--- src/rtl/core/rgblab_pkg.sv ---
// ============================================================================
// RGB to CIELAB package
// Shared widths, matrix coefficients, output constants, the stage-enable
// struct and the cube-root table that is built at elaboration.
// ============================================================================
package rgblab_pkg;

    localparam int FRAC_BITS   = 22;
    localparam int TABLE_DEPTH = 1024;
    localparam int IDX_W       = $clog2(TABLE_DEPTH);
    localparam int PIX_W       = 8;
    localparam int NUM_CH      = 3;
    localparam int COEF_W      = 20;
    localparam int PROD_W      = PIX_W + COEF_W;
    localparam int SUM_W       = PROD_W + 2;
    localparam int IDX_SHIFT   = 18;
    localparam int IDX_SCALE   = 1020;
    localparam int ROOT_W      = FRAC_BITS + 1;
    localparam int ACC_W       = FRAC_BITS + 12;
    localparam int OUT_W       = ACC_W - FRAC_BITS;

    // Linear segment of the table: entries up to LIN_LAST hold
    // 2^FRAC_BITS * (LIN_SLOPE * i + LIN_BASE) / LIN_DEN, rounded half up.
    localparam int          LIN_LAST  = 9;
    localparam longint      LIN_SLOPE = 24389;
    localparam longint      LIN_BASE  = 440640;
    localparam logic [127:0] LIN_DEN  = 128'd3194640;
    localparam logic [127:0] LIN_HALF = 128'd1597320;

    typedef logic [PIX_W-1:0]  t_pix;
    typedef logic [COEF_W-1:0] t_coef;
    typedef logic [IDX_W-1:0]  t_idx;
    typedef logic [ROOT_W-1:0] t_root;
    typedef t_root             t_root_rom [TABLE_DEPTH];

    // Matrix rows are X, Y, Z; columns are blue, green, red.
    localparam int ROW_X = 0;
    localparam int ROW_Y = 1;
    localparam int ROW_Z = 2;
    localparam int CH_BLUE  = 0;
    localparam int CH_GREEN = 1;
    localparam int CH_RED   = 2;

    localparam t_coef COEF [NUM_CH][NUM_CH] = '{
        '{20'd199049, 20'd394494, 20'd455033},
        '{20'd75675,  20'd749900, 20'd223002},
        '{20'd915161, 20'd114795, 20'd18621}
    };

    localparam logic [SUM_W-1:0] IDX_ROUND = SUM_W'(1) << (IDX_SHIFT - 1);

    // Output arithmetic constants.
    localparam longint L_OFFSET_RAW = ((longint'(408) << FRAC_BITS) + 5) / 10;
    localparam logic signed [ACC_W-1:0] L_OFFSET   = ACC_W'(L_OFFSET_RAW);
    localparam logic signed [ACC_W-1:0] ROUND_HALF = ACC_W'(1) << (FRAC_BITS - 1);
    localparam logic signed [ACC_W-1:0] L_SCALE    = ACC_W'(296);
    localparam logic signed [ACC_W-1:0] A_SCALE    = ACC_W'(500);
    localparam logic signed [ACC_W-1:0] B_SCALE    = ACC_W'(200);
    localparam logic signed [OUT_W:0]   AB_OFFSET  = (OUT_W + 1)'(128);

    // One enable per pipeline stage; a stage loads when its enable is high.
    typedef struct packed {
        logic prod;
        logic index;
        logic rom;
        logic scale;
        logic sat;
    } t_stage_en;

    // True when round(2^F * cbrt(idx / 1020)) is at least v.
    function automatic logic root_at_least(input logic [127:0] idx,
                                           input logic [127:0] v);
        logic [127:0] t;
        logic [127:0] lhs;
        logic [127:0] rhs;
        t   = (v << 1) - 128'd1;
        lhs = t * t * t * 128'(IDX_SCALE);
        rhs = idx << (3 * FRAC_BITS + 3);
        return lhs <= rhs;
    endfunction

    function automatic t_root root_entry(input int unsigned i);
        logic [127:0] v;
        logic [127:0] cand;
        logic [127:0] num;
        v = '0;
        if (i > LIN_LAST) begin
            // Largest v with the predicate true, built from the top bit down.
            for (int bit_pos = FRAC_BITS; bit_pos >= 0; bit_pos--) begin
                cand = v | (128'd1 << bit_pos);
                if (root_at_least(128'(i), cand)) begin
                    v = cand;
                end
            end
            return ROOT_W'(v);
        end else begin
            num = 128'(LIN_SLOPE * longint'(i) + LIN_BASE) << FRAC_BITS;
            return ROOT_W'((num + LIN_HALF) / LIN_DEN);
        end
    endfunction

    function automatic t_root_rom build_root_rom();
        t_root_rom rom;
        for (int i = 0; i < TABLE_DEPTH; i++) begin
            rom[i] = root_entry(i);
        end
        return rom;
    endfunction

    localparam t_root_rom ROOT_ROM = build_root_rom();

endpackage

--- src/rtl/core/rgblab_output.sv ---
// ============================================================================
// RGB to CIELAB output stages
// Scales the cube roots into L, a and b accumulators, then shifts, offsets
// and saturates them into the 8-bit result.
// ============================================================================
module rgblab_output
    import rgblab_pkg::*;
(
    input  logic      i_clk,
    input  t_stage_en i_en,
    input  t_root     i_root_x,
    input  t_root     i_root_y,
    input  t_root     i_root_z,
    output t_pix      o_lightness,
    output t_pix      o_green_red_axis,
    output t_pix      o_blue_yellow_axis
);

    logic signed [ACC_W-1:0] xs;
    logic signed [ACC_W-1:0] ys;
    logic signed [ACC_W-1:0] zs;
    logic signed [ACC_W-1:0] r_acc_l;
    logic signed [ACC_W-1:0] r_acc_a;
    logic signed [ACC_W-1:0] r_acc_b;
    logic signed [OUT_W-1:0] q_l;
    logic signed [OUT_W-1:0] q_a;
    logic signed [OUT_W-1:0] q_b;
    t_pix                    r_lightness;
    t_pix                    r_green_red_axis;
    t_pix                    r_blue_yellow_axis;

    function automatic t_pix sat8(input logic signed [OUT_W:0] v);
        priority if (v < 0) begin
            return '0;
        end else if (v > (OUT_W + 1)'(255)) begin
            return '1;
        end else begin
            return v[PIX_W-1:0];
        end
    endfunction

    assign xs = $signed(ACC_W'(i_root_x));
    assign ys = $signed(ACC_W'(i_root_y));
    assign zs = $signed(ACC_W'(i_root_z));

    always_ff @(posedge i_clk) begin
        if (i_en.scale) begin
            r_acc_l <= ys * L_SCALE - L_OFFSET + ROUND_HALF;
            r_acc_a <= (xs - ys) * A_SCALE + ROUND_HALF;
            r_acc_b <= (ys - zs) * B_SCALE + ROUND_HALF;
        end
    end

    // An arithmetic right shift is a floor division by 2^F.
    assign q_l = OUT_W'(r_acc_l >>> FRAC_BITS);
    assign q_a = OUT_W'(r_acc_a >>> FRAC_BITS);
    assign q_b = OUT_W'(r_acc_b >>> FRAC_BITS);

    always_ff @(posedge i_clk) begin
        if (i_en.sat) begin
            r_lightness        <= sat8((OUT_W + 1)'(q_l));
            r_green_red_axis   <= sat8((OUT_W + 1)'(q_a) + AB_OFFSET);
            r_blue_yellow_axis <= sat8((OUT_W + 1)'(q_b) + AB_OFFSET);
        end
    end

    assign o_lightness        = r_lightness;
    assign o_green_red_axis   = r_green_red_axis;
    assign o_blue_yellow_axis = r_blue_yellow_axis;

endmodule
--- config.mk ---
export PLATFORM = sky130hd
export DESIGN_NAME = rgblab_output
export DESIGN_NICKNAME = d
export VERILOG_FILES = /design/src/rtl/core/rgblab_pkg.sv /design/src/rtl/core/rgblab_output.sv
export SDC_FILE = /design/constraint.sdc
export NUM_CORES = 1
export LEC_CHECK = 0
export ABC_AREA = 1
export BUFFER_PORTS_ARGS = -buffer_cell sky130_fd_sc_hd__buf_2
export CORE_MARGIN = 2
export CORE_UTILIZATION = 43
export DETAILED_ROUTE_END_ITERATION = 8
export PLACE_DENSITY_LB_ADDON = 0.2
export REMOVE_ABC_BUFFERS = 1
export SYNTH_ARGS = -nofsm -noshare
export SYNTH_HDL_FRONTEND = slang
export SYNTH_SLANG_ARGS = --single-unit
--- constraint.sdc ---
create_clock -name i_clk -period 20.2 [get_ports i_clk]
set_input_delay 4.04 -clock i_clk [delete_from_list [all_inputs] [get_ports i_clk]]
set_output_delay 4.04 -clock i_clk [all_outputs]
set_load 0.05 [all_outputs]
==> results.yml <==
sta:
  worstMarginPinSlew_ns: 0.978
  slew-limit-headroom_pct: 34.3
  setup_viol: 0
  fmax_mhz: 94.1
  fin_crit_sh_pct: 52.6
  hold_viol: 0
  skew_ns: 0.00869
  rsz0062_at_grt: "false"
  final.setup.tns_ns: 0
  fin_crit_ns: 10.63
  drv_slew: 0
  whs_ns: 0.542
critical_path:
  max_stage_delay_ns: 0.54
  start_kind: "primary input"
  required_ns: 20.28
  worstSetupPathType: "primary input to flip-flop"
  arrival_ns: 10.70
  crit_fanout: 5
  critical_path.slowest_cell: "fa_1"
  cp_common_cell: "inv_1"
  crit_path_end_kind: "flip-flop"
die:
  die_w_um: 195
  io_pins: 99
  die_area_sq_mm: 0.0381
  die_height_um: 195
  coreArea_sq_mm: 0.0363
  placementRows: 70
  start_util_pct: 43.3
clock_network:
  cts_buffer_depth: 2
  cts_resized: 0
  cts_root_buffer: "clkbuf_16"
  cts_tree: "built"
  hold_buffers: 0
  clk_latency_ns: 0.32
  htreeDepth: 3
  cts_made_buffers: 9
  clkSinkCount: 60
  cts_setup_buffers: 0
  path_clk_slew_ns: 0.05
global_route:
  gr-total-overflow: 0
  met2_usage_pct: 36.2
  first_global_vias: 13600
  grt_max_degree: 37
  grt_util_met3_pct: 1.02
  grt.total_usage_pct: 19.9
  grt.busiest_layer: "met2"
  met1_usage_pct: 26.7
  grt_first_pass_wirelength_um: 63200
  antenna_found_initial: 0
place:
  routabilityCongestion: 0.914
  io_buffers: 95
  dpl.hpwl_um: 32900
final_layout:
  num_antenna_cells: 0
  final_nets: 2782
  drive_gt1_share_pct: 7.53
  fillers: 3671
  area_delta_synth_final_pct: 8.79
drt:
  ant_nets: 0
  wirelength_um: 36500
  post_drt_wl_per_cell_um: 13.1
  drc: 0
  via_per_inst: 4.90
  drt_iter0_drc: 515
  routed-via-count: 13700
  dr.pass1.iters: 5
synthesis:
  synth_seq_area_share_pct: 11.4
  synth.cell_area_sq_mm: 0.0157
  synth_warnings: 0
  synthDistinctLibCells: 57
  synth_ff_type: "edfxtp_1"
  yosys.area.top_type_share_pct: 20.8
  synthCells: 2215
  async_reset_ff_share_pct: 0
  synth-seq-cells: 60
  synth_edf_count: 60
  yosys-top-cells-area: "ha_1 (21%), fa_1 (16%), inv_1 (15%)"
  synthTopCellsByCount: "inv_1 (609), nand2_1 (439), ha_1 (262)"
  netlist.top_cell.by_area: "ha_1"
  yosysMostFrequentCell: "inv_1"
  synth_area_per_cell_sq_um: 7.11
min_path:
  hp-class: "flip-flop to flip-flop"
job:
  drv_cap: 0
run_status:
  outcome: "complete, no violations"
==> stage by stage <==
step	setup slack (ns)	instances	util, %	area [sq um]
after detailed placement	9.17	2777	46.2	16800
after global routing	9.03	2793	47.1	17100
after floorplan	10.26	2213	-	15700
after CTS	9.50	2793	47.1	17100
final	9.57	2793	47.1	17100
after global placement	9.18	2777	46.2	16800
==> flip-flops by register name (all words and copies together), names as in the netlist <==
| register | count |
|---|---|
| o_blue_yellow_axis | 8 |
| o_green_red_axis | 8 |
| o_lightness | 8 |
| r_acc_a | 12 |
| r_acc_b | 12 |
| r_acc_l | 12 |
==> per-layer routing <==
layer  up-vias  share of wire [%]
met2       191                 47
met1      6311                 49
met3        37                2.3
met4         0                1.1
met5         -                  0
li1       7150                  -
==> area by class of cell <==
| type | count | area (sq um) | area share (%) |
|---|---|---|---|
| clock inverters | 7 | 98.8 | 0.577 |
| well taps | 468 | 586 | 3.42 |
| inverters | 612 | 2300 | 13.4 |
| clock buffers | 9 | 225 | 1.32 |
| multi-input cells | 1541 | 11600 | 67.9 |
| repair buffers | 96 | 483 | 2.82 |
| flip-flops and latches | 60 | 1800 | 10.5 |
==> critical path: cells and delay by family <==
kind,cells,cell delay (ns)
xor+xnor,2,0.65
compound gates,7,1.18
fa+ha+maj,7,2.99
buf+inv,11,1.02
simple gates,7,0.79
==> final timing paths <==
| path | from | end | slack, ns | cells past startpoint |
|---|---|---|---|---|
| max | i_root_y[2] | r_acc_a[31]$_DFFE_PP_ | 9.57 | 34 |
| min | r_acc_l[26]$_DFFE_PP_ | o_lightness[4]$_SDFFCE_PP0P_ | 0.54 | 2 |
| max reg2reg | r_acc_a[29]$_DFFE_PP_ | o_green_red_axis[3]$_SDFFCE_PN0P_ | 17.96 | 8 |
| min reg2reg | r_acc_l[26]$_DFFE_PP_ | o_lightness[4]$_SDFFCE_PP0P_ | 0.54 | 2 |
==> cells in the final DEF (no fill, tap or decap), types with 3 or more instances in the layout <==
| master | count |
|---|---|
| inv_1 | 609 |
| nand2_1 | 439 |
| ha_1 | 262 |
| a21oi_1 | 134 |
| nor2_1 | 128 |
| fa_1 | 125 |
| buf_2 | 95 |
| nand3_1 | 94 |
| o21ai_0 | 76 |
| edfxtp_1 | 60 |
| xor2_1 | 55 |
| nand4_1 | 34 |
| xnor2_1 | 29 |
| nor3_1 | 23 |
| nand2_2 | 19 |
| nand3b_1 | 11 |
| a21o_1 | 10 |
| nor2_2 | 10 |
| clkbuf_16 | 9 |
| o21bai_1 | 8 |
| nor4_1 | 7 |
| a31oi_1 | 7 |
| o211ai_1 | 6 |
| o21a_1 | 6 |
| a211oi_1 | 5 |
| a21oi_2 | 5 |
| nand3_2 | 4 |
| nor2_4 | 3 |
| o21ai_1 | 3 |
| xor2_2 | 3 |
| inv_2 | 3 |
==> logic make-up (layout without fill, tap and decap cells) <==
kind of cell             count (synthesis)  count (layout)  share of synthesized area (%)
flip-flops                              60              60                           11.4
XOR/XNOR                                89              89                           5.33
other                                    1               1                         0.0238
buffers and inverters                  614             724                           14.7
AND/OR/NAND/NOR                        789             789                           21.9
AO/OA/AOI/OAI                          275             275                           9.96
adder cells (fa/ha/maj)                387             387                           36.7
Power is left out: the tool's default activity adds up to more than one toggle a clock period on the data nets, which glitch-free logic cannot reach.
