**src/rtl/core/rgblab_pkg.sv**
```systemverilog
// ============================================================================
// RGB to CIELAB package
// Shared widths, matrix coefficients, output constants, the stage-enable
// struct and the cube-root table that is built at elaboration.
// ============================================================================
package rgblab_pkg;

    localparam int FRAC_BITS   = 22;
    localparam int TABLE_DEPTH = 1024;
    localparam int IDX_W       = $clog2(TABLE_DEPTH);
    localparam int PIX_W       = 8;
    localparam int NUM_CH      = 3;
    localparam int COEF_W      = 20;
    localparam int PROD_W      = PIX_W + COEF_W;
    localparam int SUM_W       = PROD_W + 2;
    localparam int IDX_SHIFT   = 18;
    localparam int IDX_SCALE   = 1020;
    localparam int ROOT_W      = FRAC_BITS + 1;
    localparam int ACC_W       = FRAC_BITS + 12;
    localparam int OUT_W       = ACC_W - FRAC_BITS;

    // Linear segment of the table: entries up to LIN_LAST hold
    // 2^FRAC_BITS * (LIN_SLOPE * i + LIN_BASE) / LIN_DEN, rounded half up.
    localparam int          LIN_LAST  = 9;
    localparam longint      LIN_SLOPE = 24389;
    localparam longint      LIN_BASE  = 440640;
    localparam logic [127:0] LIN_DEN  = 128'd3194640;
    localparam logic [127:0] LIN_HALF = 128'd1597320;

    typedef logic [PIX_W-1:0]  t_pix;
    typedef logic [COEF_W-1:0] t_coef;
    typedef logic [IDX_W-1:0]  t_idx;
    typedef logic [ROOT_W-1:0] t_root;
    typedef t_root             t_root_rom [TABLE_DEPTH];

    // Matrix rows are X, Y, Z; columns are blue, green, red.
    localparam int ROW_X = 0;
    localparam int ROW_Y = 1;
    localparam int ROW_Z = 2;
    localparam int CH_BLUE  = 0;
    localparam int CH_GREEN = 1;
    localparam int CH_RED   = 2;

    localparam t_coef COEF [NUM_CH][NUM_CH] = '{
        '{20'd199049, 20'd394494, 20'd455033},
        '{20'd75675,  20'd749900, 20'd223002},
        '{20'd915161, 20'd114795, 20'd18621}
    };

    localparam logic [SUM_W-1:0] IDX_ROUND = SUM_W'(1) << (IDX_SHIFT - 1);

    // Output arithmetic constants.
    localparam longint L_OFFSET_RAW = ((longint'(408) << FRAC_BITS) + 5) / 10;
    localparam logic signed [ACC_W-1:0] L_OFFSET   = ACC_W'(L_OFFSET_RAW);
    localparam logic signed [ACC_W-1:0] ROUND_HALF = ACC_W'(1) << (FRAC_BITS - 1);
    localparam logic signed [ACC_W-1:0] L_SCALE    = ACC_W'(296);
    localparam logic signed [ACC_W-1:0] A_SCALE    = ACC_W'(500);
    localparam logic signed [ACC_W-1:0] B_SCALE    = ACC_W'(200);
    localparam logic signed [OUT_W:0]   AB_OFFSET  = (OUT_W + 1)'(128);

    // One enable per pipeline stage; a stage loads when its enable is high.
    typedef struct packed {
        logic prod;
        logic index;
        logic rom;
        logic scale;
        logic sat;
    } t_stage_en;

    // True when round(2^F * cbrt(idx / 1020)) is at least v.
    function automatic logic root_at_least(input logic [127:0] idx,
                                           input logic [127:0] v);
        logic [127:0] t;
        logic [127:0] lhs;
        logic [127:0] rhs;
        t   = (v << 1) - 128'd1;
        lhs = t * t * t * 128'(IDX_SCALE);
        rhs = idx << (3 * FRAC_BITS + 3);
        return lhs <= rhs;
    endfunction

    function automatic t_root root_entry(input int unsigned i);
        logic [127:0] v;
        logic [127:0] cand;
        logic [127:0] num;
        v = '0;
        if (i > LIN_LAST) begin
            // Largest v with the predicate true, built from the top bit down.
            for (int bit_pos = FRAC_BITS; bit_pos >= 0; bit_pos--) begin
                cand = v | (128'd1 << bit_pos);
                if (root_at_least(128'(i), cand)) begin
                    v = cand;
                end
            end
            return ROOT_W'(v);
        end else begin
            num = 128'(LIN_SLOPE * longint'(i) + LIN_BASE) << FRAC_BITS;
            return ROOT_W'((num + LIN_HALF) / LIN_DEN);
        end
    endfunction

    function automatic t_root_rom build_root_rom();
        t_root_rom rom;
        for (int i = 0; i < TABLE_DEPTH; i++) begin
            rom[i] = root_entry(i);
        end
        return rom;
    endfunction

    localparam t_root_rom ROOT_ROM = build_root_rom();

endpackage

```
**src/rtl/core/rgblab_matrix.sv**
```systemverilog
// ============================================================================
// RGB to CIELAB matrix stages
// Two pipeline stages: nine coefficient products, then the three rounded
// sums that become the X, Y and Z table indices.
// ============================================================================
module rgblab_matrix
    import rgblab_pkg::*;
(
    input  logic      i_clk,
    input  t_stage_en i_en,
    input  t_pix      i_blue,
    input  t_pix      i_green,
    input  t_pix      i_red,
    output t_idx      o_idx_x,
    output t_idx      o_idx_y,
    output t_idx      o_idx_z
);

    t_pix              pix    [NUM_CH];
    logic [PROD_W-1:0] r_prod [NUM_CH][NUM_CH];
    logic [SUM_W-1:0]  n_sum  [NUM_CH];
    t_idx              r_idx  [NUM_CH];

    always_comb begin
        pix[CH_BLUE]  = i_blue;
        pix[CH_GREEN] = i_green;
        pix[CH_RED]   = i_red;
    end

    always_ff @(posedge i_clk) begin
        if (i_en.prod) begin
            for (int row = 0; row < NUM_CH; row++) begin
                for (int ch = 0; ch < NUM_CH; ch++) begin
                    r_prod[row][ch] <= PROD_W'(pix[ch]) * PROD_W'(COEF[row][ch]);
                end
            end
        end
    end

    // The sum never exceeds 28 bits, so the index select equals the mask.
    always_comb begin
        for (int row = 0; row < NUM_CH; row++) begin
            n_sum[row] = SUM_W'(r_prod[row][CH_BLUE]) + SUM_W'(r_prod[row][CH_GREEN])
                       + SUM_W'(r_prod[row][CH_RED]) + IDX_ROUND;
        end
    end

    always_ff @(posedge i_clk) begin
        if (i_en.index) begin
            for (int row = 0; row < NUM_CH; row++) begin
                r_idx[row] <= n_sum[row][IDX_SHIFT +: IDX_W];
            end
        end
    end

    assign o_idx_x = r_idx[ROW_X];
    assign o_idx_y = r_idx[ROW_Y];
    assign o_idx_z = r_idx[ROW_Z];

endmodule

```
**config.mk**
```make
export PLATFORM = sky130hd
export DESIGN_NAME = rgblab_matrix
export DESIGN_NICKNAME = d
export VERILOG_FILES = /design/src/rtl/core/rgblab_pkg.sv /design/src/rtl/core/rgblab_matrix.sv
export SDC_FILE = /design/constraint.sdc
export NUM_CORES = 1
export LEC_CHECK = 0
export ABC_AREA = 1
export ABC_CLOCK_PERIOD_IN_PS = 4900
export BUFFER_PORTS_ARGS = -buffer_cell sky130_fd_sc_hd__buf_2
export CORE_ASPECT_RATIO = 1.25
export CORE_MARGIN = 5
export CORE_UTILIZATION = 40
export DETAILED_ROUTE_END_ITERATION = 10
export PLACE_DENSITY_LB_ADDON = 0.1
export SKIP_CTS_REPAIR_TIMING = 1
export SLEW_MARGIN = 20
export SYNTH_ARGS = -nofsm -noshare
export SYNTH_HDL_FRONTEND = slang
export SYNTH_SLANG_ARGS = --single-unit
```
**constraint.sdc**
```tcl
create_clock -name i_clk -period 4.9 [get_ports i_clk]
set_input_delay 0.49 -clock i_clk [delete_from_list [all_inputs] [get_ports i_clk]]
set_output_delay 0.49 -clock i_clk [all_outputs]
set_load 0.02 [all_outputs]
```
==> impl_metrics.yaml, run 1 <==
timing:
  setup_tns_ps: 0
  max_slew_margin: 0.346
  tightest_slew_ps: 981
  period_minus_slack_ps: 4030
  hold_viol: 0
  rsz0062_at_grt: "false"
  clock_skew_ps: 17.7
  max_freq_mhz: 248
  timing.final.setup_violations: 0
  min_period_over_period: 0.822
  drv_slew: 0
critical_path:
  r2r_setup_slack_ps: 1810
  cp-start-kind: "input port"
  crit_path_end_kind: "register"
  cp.required_ps: 5260
  cp_max_fo: 6
  crit_arrival_ps: 4390
  worstSetupPathType: "input port to register"
floorplan:
  io_pins: 60
  placement_rows: 121
  dieHeight_um: 340
  core_area_um2: 86700
  die_width_um: 274
  start_util: 0.401
  die_area_um2: 93100
logic_synthesis:
  synth_edf_count: 245
  synthArstFlopShare: 0
  seq_area_frac_synth: 0.211
  yosysMostFrequentCell: "nand2_1"
  syn_area_per_cell_um2: 8.38
  yosys_register_bits: 245
  syn_nets: 5110
  synth_cell_types: 46
  synth_top_area_frac: 0.221
  synth-warning-count: 0
  synthFlopType: "edfxtp_1"
  netlist_area_um2: 34800
  synthTopCellsByCount: "nand2_1 (894), inv_1 (791), ha_1 (614), fa_1 (313), nor2_1 (290)"
  synthTopCellsByArea: "ha_1 (22%), edfxtp_1 (21%), fa_1 (18%)"
  synthCells: 4153
  synth_top_cell_by_area: "ha_1"
drt:
  met2WireLength_um: 55200
  detail-route-antenna-nets: 0
  drtPass1Iterations: 5
  num_vias: 27500
  routedWlPerCell_um: 19.4
  met1_length_um: 45400
  drtIter0Drc: 1497
  wl_um: 107000
  top_layer_used: "met5"
  vias_per_cell: 5.00
  dr_wl_met3_um: 3170
  drcViolationCount: 0
place:
  routabilityCongestion: 0.950
  place_hpwl_um: 93300
  io_buffers: 56
global_routing:
  grt_pass1_vias: 28500
  grtUsageTotal: 0.231
  grt_first_pass_wirelength_um: 165000
  overflow: 0
  antenna_found_initial: 5
  grt_max_degree: 104
cells_and_area:
  area_growth_pct: 9.14
  drive_gt1_frac: 0.0553
  layout.area.seq_um2: 7360
  nNetsFinal: 5259
  nFillCells: 8852
  multi_input_area_um2: 24400
clock_tree:
  cts_sinks: 245
  htree_levels: 1
  clock_path_buffers: 3
  cts_tree: "built"
  numCtsBuffers: 29
  cts_root_buffer: "clkbuf_16"
  path_clk_slew_ps: 70
  clk-insertion-delay-late_ps: 600
worst_hold_path:
  hold_class: "input port to register"
status:
  outcome: "complete, no violations"
flow_run:
  maxCapViolCount: 0
## cells by family (layout without fill, tap and decap cells)
group	Yosys count	after routing	share of synthesized area
and+or+nand+nor	1593	1593	0.195
adders and majority gates	927	927	0.401
buffers and inverters	809	980	0.0873
AOI/OAI and AO/OA	450	450	0.0728
DFF	245	245	0.211
xor gates and xnor gates	129	129	0.0327
other	0	3	0
## metal layers
layer,vias to the layer above,GRT usage
met5,-,0
met1,13100,0.286
met4,4,0.0560
met2,428,0.430
met3,91,0.0226
li1,13900,-
## placed cells by master, fill, tap and decap left out, drive strengths merged
master	instances
nor2b	1
fa	313
xor2	103
xnor2	26
ha	614
edfxtp	245
nand3b	9
or2	7
nor3	42
o21a	15
and3	2
clkinvlp	1
o31ai	3
nor4	2
clkinv	15
clkbuf	33
a21o	22
a21boi	9
inv	809
and2	9
o21ai	110
bufinv	3
nand4	99
o21bai	38
buf	119
nand2	908
nor2	301
o211ai	2
a31oi	2
nor3b	2
diode	3
nand3	211
a21oi	249
## worst paths after layout
| check | start | end | depth (start not counted) |
|---|---|---|---|
| worst min-delay path | i_red[2] | r_prod[0][2] | 1 |
| worst max register to register | r_prod[1][4] | r_idx[0][19] | 14 |
| worst max-delay path | i_blue[4] | r_prod[2][77] | 17 |
| worst min register to register | r_prod[2][82] | r_idx[0][29] | 2 |
## stage by stage
step / setup WS [ps] / cells / cell area (um^2) / hold slack, ps / utilization
after floorplan: 806 / 4153 / 34800 / 549 / -
after global placement: 233 / 5439 / 37000 / 649 / 0.427
after detailed placement: 263 / 5439 / 37000 / 617 / 0.427
after CTS: 891 / 5492 / 38000 / 283 / 0.438
after global routing: 642 / 5492 / 38000 / 296 / 0.438
final: 870 / 5495 / 38000 / 320 / 0.438
## layout make-up
type,instances,share of cell area
Multi-Input combinational cell,3099,0.643
Sequential cell,245,0.194
Inverter,808,0.0798
Tap cell,1168,0.0385
Timing Repair Buffer,119,0.0204
Clock buffer,33,0.0195
Clock inverter,20,0.00530
Antenna cell,3,0.000198
## critical path, cell delays in order
cell	delay, ps
buf_2	180
fa_1	690
inv_1	110
fa_1	540
fa_1	540
fa_1	540
inv_1	40
ha_1	350
nand2_1	70
inv_1	90
nand2_1	70
nor3_1	240
nand2_1	90
nand2_1	110
nand2_1	80
nand3_1	70
nand2_1	60
## registers in the layout, summed over array words and instances, names as in the netlist
| signal | flops |
|---|---|
| r_prod | 215 |
| r_idx | 30 |
Power of run 1 is not shown: default switching activity piles up to over one toggle a cycle in this logic, so the estimate is an artifact.
==> run 2, diff against run 1 <==
ABC_CLOCK_PERIOD_IN_PS = 4200   (was 4900)
clock period = 4.2 ns   (was 4.9 ns; I/O delays follow)
==> run 2 against run 1 <==
  * Final cell count increased by 5.6%
  * Wire length increased by 1.6%
  * Sequential share of layout area decreased by 1.1 points
  * Critical endpoint is now r_prod[2][82]
==> impl_metrics.yaml, run 2 (synthesized netlist as in run 1, its figures left out) <==
clock_tree:
  htree_levels: 1
  clock_path_buffers: 3
  numCtsBuffers: 30
  clk-insertion-delay-late_ps: 590
  cts_tree: "built"
  cts_root_buffer: "clkbuf_16"
  cts_sinks: 245
  path_clk_slew_ps: 60
cells_and_area:
  final_cell_mix: "nand2_1 (894), inv_1 (791), ha_1 (614)"
  layout.cells.most_common: "nand2_1"
  stdcell_count: 5801
  drive_gt1_frac: 0.117
  largest_reg_flops: 215
  largest_registers: "r_prod (215), r_idx (30)"
  largest-register: "r_prod"
  area_growth_pct: 15.8
  nNetsFinal: 5566
timing:
  timing.final.setup_violations: 0
  clock_skew_ps: 25.1
  max_freq_mhz: 261
  max_slew_margin: 0.350
  min_period_over_period: 0.912
  tightest_slew_ps: 975
  rsz0062_at_grt: "false"
  drv_slew: 0
  period_minus_slack_ps: 3830
  hold_viol: 0
global_routing:
  grt_max_degree: 97
  grt_first_pass_wirelength_um: 168000
  grtUsageTotal: 0.234
  overflow: 0
  grt_pass1_vias: 29600
  antenna_found_initial: 4
critical_path:
  r2r-start: "r_prod[1][4]"
  cp.required_ps: 4540
  r2r_cells: 12
  r2r_setup_slack_ps: 1140
  r2r-end: "r_idx[0][10]"
  worstSetupPathType: "input port to register"
  crit_path_end_kind: "register"
  cp_max_fo: 4
  cp-start-kind: "input port"
  crit_arrival_ps: 4170
drt:
  wl_um: 108000
  drtPass1Iterations: 6
  vias_per_cell: 4.93
  drcViolationCount: 0
  num_vias: 28600
  routedWlPerCell_um: 18.7
  drtIter0Drc: 1568
  detail-route-antenna-nets: 0
place:
  routabilityCongestion: 0.980
  dp.cells: 5745
  place_hpwl_um: 95700
  io_buffers: 56
floorplan:
  die_area_um2: 93100
  placement_rows: 121
  core_area_um2: 86700
  dieHeight_um: 340
  die_width_um: 274
  start_util: 0.401
  io_pins: 60
flow_run:
  maxCapViolCount: 0
status:
  outcome: "complete, no violations"
worst_hold_path:
  hold_path_end: "r_prod[0][57]"
  hold_class: "input port to register"
  whs_path_depth: 2
  worstHoldStart: "i_blue[2]"
[run 2: worst max-delay path, cell delays in order]
cell and delay [ps]:
buf_2 120, fa_1 680, inv_1 100, fa_1 520, fa_1 520, fa_1 560
inv_1 50, ha_1 350, nand2_1 100, nand2_1 60, a21oi_1 270, o21ai_0 150
nand2_1 100, nand3_1 60, nand2_1 70, nand2_1 50
[run 2: worst max-delay path by stage]
stage | cells after the start | from | endpoint
2_1_floorplan | 17 | i_green[6] | r_prod[0][53]
3_3_place_gp | 18 | i_green[5] | r_prod[0][53]
3_5_place_dp | 14 | i_green[5] | r_prod[1][51]
4_1_cts | 16 | i_blue[2] | r_prod[2][82]
5_1_grt | 18 | i_green[6] | r_prod[0][53]
6_report | 16 | i_blue[2] | r_prod[2][82]
[run 2: area by class of cell]
cell class	count	area, um^2
Antenna cell	1	2.50
Clock buffer	36	795
Clock inverter	19	183
Fill cell	8786	46400
Inverter	808	3030
Multi-Input combinational cell	3099	24400
Sequential cell	245	7360
Tap cell	1168	1460
Timing Repair Buffer	425	3070
[run 2: metrics by stage]
| stage | util | TNS, ps | setup slack [ps] | hold slack, ps | instance area (um^2) |
|---|---|---|---|---|---|
| floorplan | - | 0 | 176 | 519 | 34800 |
| global placement | 0.453 | -10640 | -244 | 659 | 39300 |
| detailed placement | 0.453 | -11830 | -245 | 649 | 39300 |
| CTS | 0.465 | 0 | 391 | 207 | 40300 |
| global route | 0.465 | 0 | 115 | 220 | 40300 |
| finish | 0.465 | 0 | 370 | 232 | 40300 |
[run 2: layer usage]
layer  vias up  wire length [um]  GRT usage
met4         4              3470     0.0651
met3       120              2600     0.0165
met1     13600             46100      0.289
met2       389             56200      0.436
met5         -                26          0
li1      14500                 -          -
Power of run 2 is left out for the same reason.
==> run 3, diff against run 2 <==
ABC_AREA = unset   (was 1)
==> run 3 against run 2 <==
  * Synthesized cell count shrank 34%
  * Critical path depth grew 4
  * Synthesized area shrank 14%
  * Clock skew grew 2.9 ps
  * The flow now finishes with violations (negative setup slack)
  * Non-clock buffer count grew 205
  * Design area shrank 6.7%
  * Sequential cell count is the same
==> impl_metrics.yaml, run 3 <==
logic_synthesis:
  synth-warning-count: 0
  syn_nets: 3685
  syn_area_per_cell_um2: 10.9
  synth_top_area_frac: 0.258
  synthTopCellsByArea: "ha_1 (26%), edfxtp_1 (25%), fa_1 (21%)"
  synth_cell_types: 71
  synthArstFlopShare: 0
  yosys_register_bits: 245
  synthCells: 2728
  synthFlopType: "edfxtp_1"
  netlist_area_um2: 29800
  yosysMostFrequentCell: "ha_1"
  seq_area_frac_synth: 0.247
  synth_edf_count: 245
  synthTopCellsByCount: "ha_1 (614), inv_1 (506), fa_1 (313), edfxtp_1 (245), a21oi_1 (156)"
  synth_top_cell_by_area: "ha_1"
cells_and_area:
  nNetsFinal: 4345
  fin_area_um2: 37600
  largest-register: "r_prod"
  largest_registers: "r_prod (215), r_idx (30)"
  area_growth_pct: 26.2
  layout.cells.most_common: "ha_1"
  largest_reg_flops: 215
  drive_gt1_frac: 0.248
  final_cell_mix: "ha_1 (581), buf_4 (559), inv_1 (488)"
global_routing:
  grt_use_met1: 0.268
  grtUsageTotal: 0.215
  grt_pass1_vias: 23500
  grtUsageMet3: 0.0182
  busiest_layer: "met2"
  grt_first_pass_wirelength_um: 132000
  overflow: 0
  grtUsageMet2: 0.400
  grt_max_degree: 75
  antenna_found_initial: 3
critical_path:
  slowest_stage: "fa_1"
  r2r_setup_slack_ps: 220
  crit_arrival_ps: 4750
  r2r-start: "r_prod[1][43]"
  crit_buf_inv: 6
  worstSetupPathType: "input port to register"
  r2r_cells: 12
  path_depth: 20
  crit_path_end_kind: "register"
  r2r-end: "r_idx[0][18]"
  crit_chain: "buf_8 -> clkinvlp_4 -> buf_6 -> ha_4 -> inv_4 -> fa_1 -> fa_1 -> inv_2 -> fa_1 -> inv_2 -> ha_4 -> a21o_1 -> a221oi_4 -> a21oi_2 -> and2_4 -> o31a_1 -> o41ai_4 -> o2111ai_1 -> a21oi_1 -> xnor2_1"
  cp-start-kind: "input port"
  cp.required_ps: 4520
  startpoint: "i_green[6]"
  critPathTopFamily: "adder cells"
  cpPeakStageDelay_ps: 540
  cp_max_fo: 3
  cp_common_cell: "fa_1"
  crit_end: "r_prod[2][50]"
floorplan:
  start_util: 0.401
  io_pins: 60
  placement_rows: 112
  dieHeight_um: 315
  core_area_um2: 74300
  die_area_um2: 80100
  die_width_um: 254
place:
  routabilityCongestion: 0.897
  io_buffers: 56
  place_hpwl_um: 74400
  dpl_cell_area_um2: 36000
drt:
  vias_per_cell: 4.99
  drtPass1Iterations: 5
  routedWlPerCell_um: 19.5
  num_vias: 21800
  drcViolationCount: 0
  drtIter0Drc: 895
  detail-route-antenna-nets: 0
  wl_um: 85500
clock_tree:
  htree_levels: 1
  numCtsBuffers: 30
  cts_sinks: 245
  clk-insertion-delay-late_ps: 600
  cts_root_buffer: "clkbuf_16"
  cts_tree: "built"
  clock_path_buffers: 3
  path_clk_slew_ps: 60
timing:
  rsz0062_at_grt: "true"
  tightest_slew_ps: 1100
  drv_slew: 0
  postLayoutSetupSlackWorst_ps: -230
  timing.final.setup_violations: 6
  min_period_over_period: 1.05
  period_minus_slack_ps: 4430
  setup_tns_ps: -610
  max_slew_margin: 0.267
  clock_skew_ps: 28.0
  max_freq_mhz: 226
  hold_viol: 0
power_and_ir_drop:
  peakVddDrop_uv: 671
  power.density_nw_per_um2: 838
  leakagePower_nw: 18.6
  totalPowerFinal_mw: 31.5
status:
  outcome: "complete, but fails checks"
  violations: "negative setup slack"
worst_hold_path:
  hold_class: "input port to register"
flow_run:
  maxCapViolCount: 0
-- run 3: worst min-delay path by stage --
stage	end	cells past startpoint	slack, ps	from
after detailed placement	r_idx[0][29]	1	550	r_prod[2][82]
final	r_prod[0][2]	2	250	i_red[2]
after global routing	r_prod[0][2]	2	220	i_red[2]
after floorplan	r_prod[0][2]	0	520	i_red[2]
after CTS	r_prod[0][2]	2	290	i_red[2]
after global placement	r_idx[0][29]	1	550	r_prod[2][82]
-- run 3: area by class of cell --
| cell class | count | area, um^2 |
|---|---|---|
| clock inverter | 18 | 183 |
| fill | 6864 | 36700 |
| antenna | 1 | 2.50 |
| tap | 969 | 1210 |
| multi-input combinational | 1975 | 21400 |
| clock buffer | 35 | 791 |
| timing repair buffer | 630 | 4770 |
| sequential | 245 | 7360 |
| inverter | 506 | 1920 |
-- run 3: per-stage QoR --
step | std cells | setup slack, ps | util | hold WS, ps
2_1_floorplan | 2728 | -513 | - | 519
3_3_place_gp | 4310 | -835 | 0.484 | 553
3_5_place_dp | 4310 | -849 | 0.484 | 551
4_1_cts | 4363 | -273 | 0.497 | 285
5_1_grt | 4378 | -390 | 0.506 | 218
6_report | 4379 | -230 | 0.507 | 246
-- run 3: worst reg2reg max path, stage by stage, from the launching register on --
cell      delay, ps
edfxtp_1        490
fa_1            450
fa_1            450
ha_1            340
and3_1          200
a221o_1         320
a21oi_2         160
nor2b_1         100
o311a_1         390
o21a_2          220
o21a_4          210
o31a_1          250
xor2_1          140
-- run 3: cells by family (layout without fill, tap and decap cells) --
logic type / after synthesis / in the layout / synth area share
AO/OA/AOI/OAI: 466 / 466 / 0.103
adder cells (fa/ha/maj): 927 / 927 / 0.468
AND/OR/NAND/NOR: 397 / 397 / 0.0641
XOR/XNOR: 184 / 184 / 0.0540
other: 0 / 1 / 0
multiplexers: 1 / 1 / 0.000336
buffers and inverters: 508 / 1189 / 0.0640
flip-flops: 245 / 245 / 0.247
-- run 3: where the power goes --
| group | switching [mW] | internal, mW | leakage (nW) |
|---|---|---|---|
| sequential | 0.792 | 4.80 | 2.40 |
| combinational | 11.9 | 11.4 | 15.8 |
| clock | 1.09 | 1.53 | 0.480 |
| total | 13.8 | 17.7 | 18.6 |
-- run 3: metal layers --
metal | vias to the layer above | wire length [um]
met3 | 100 | 2110
met5 | - | 0
met1 | 10800 | 35700
met2 | 238 | 45100
li1 | 10700 | -
met4 | 0 | 2600
No activity file was read; power rests on OpenSTA's default activity.
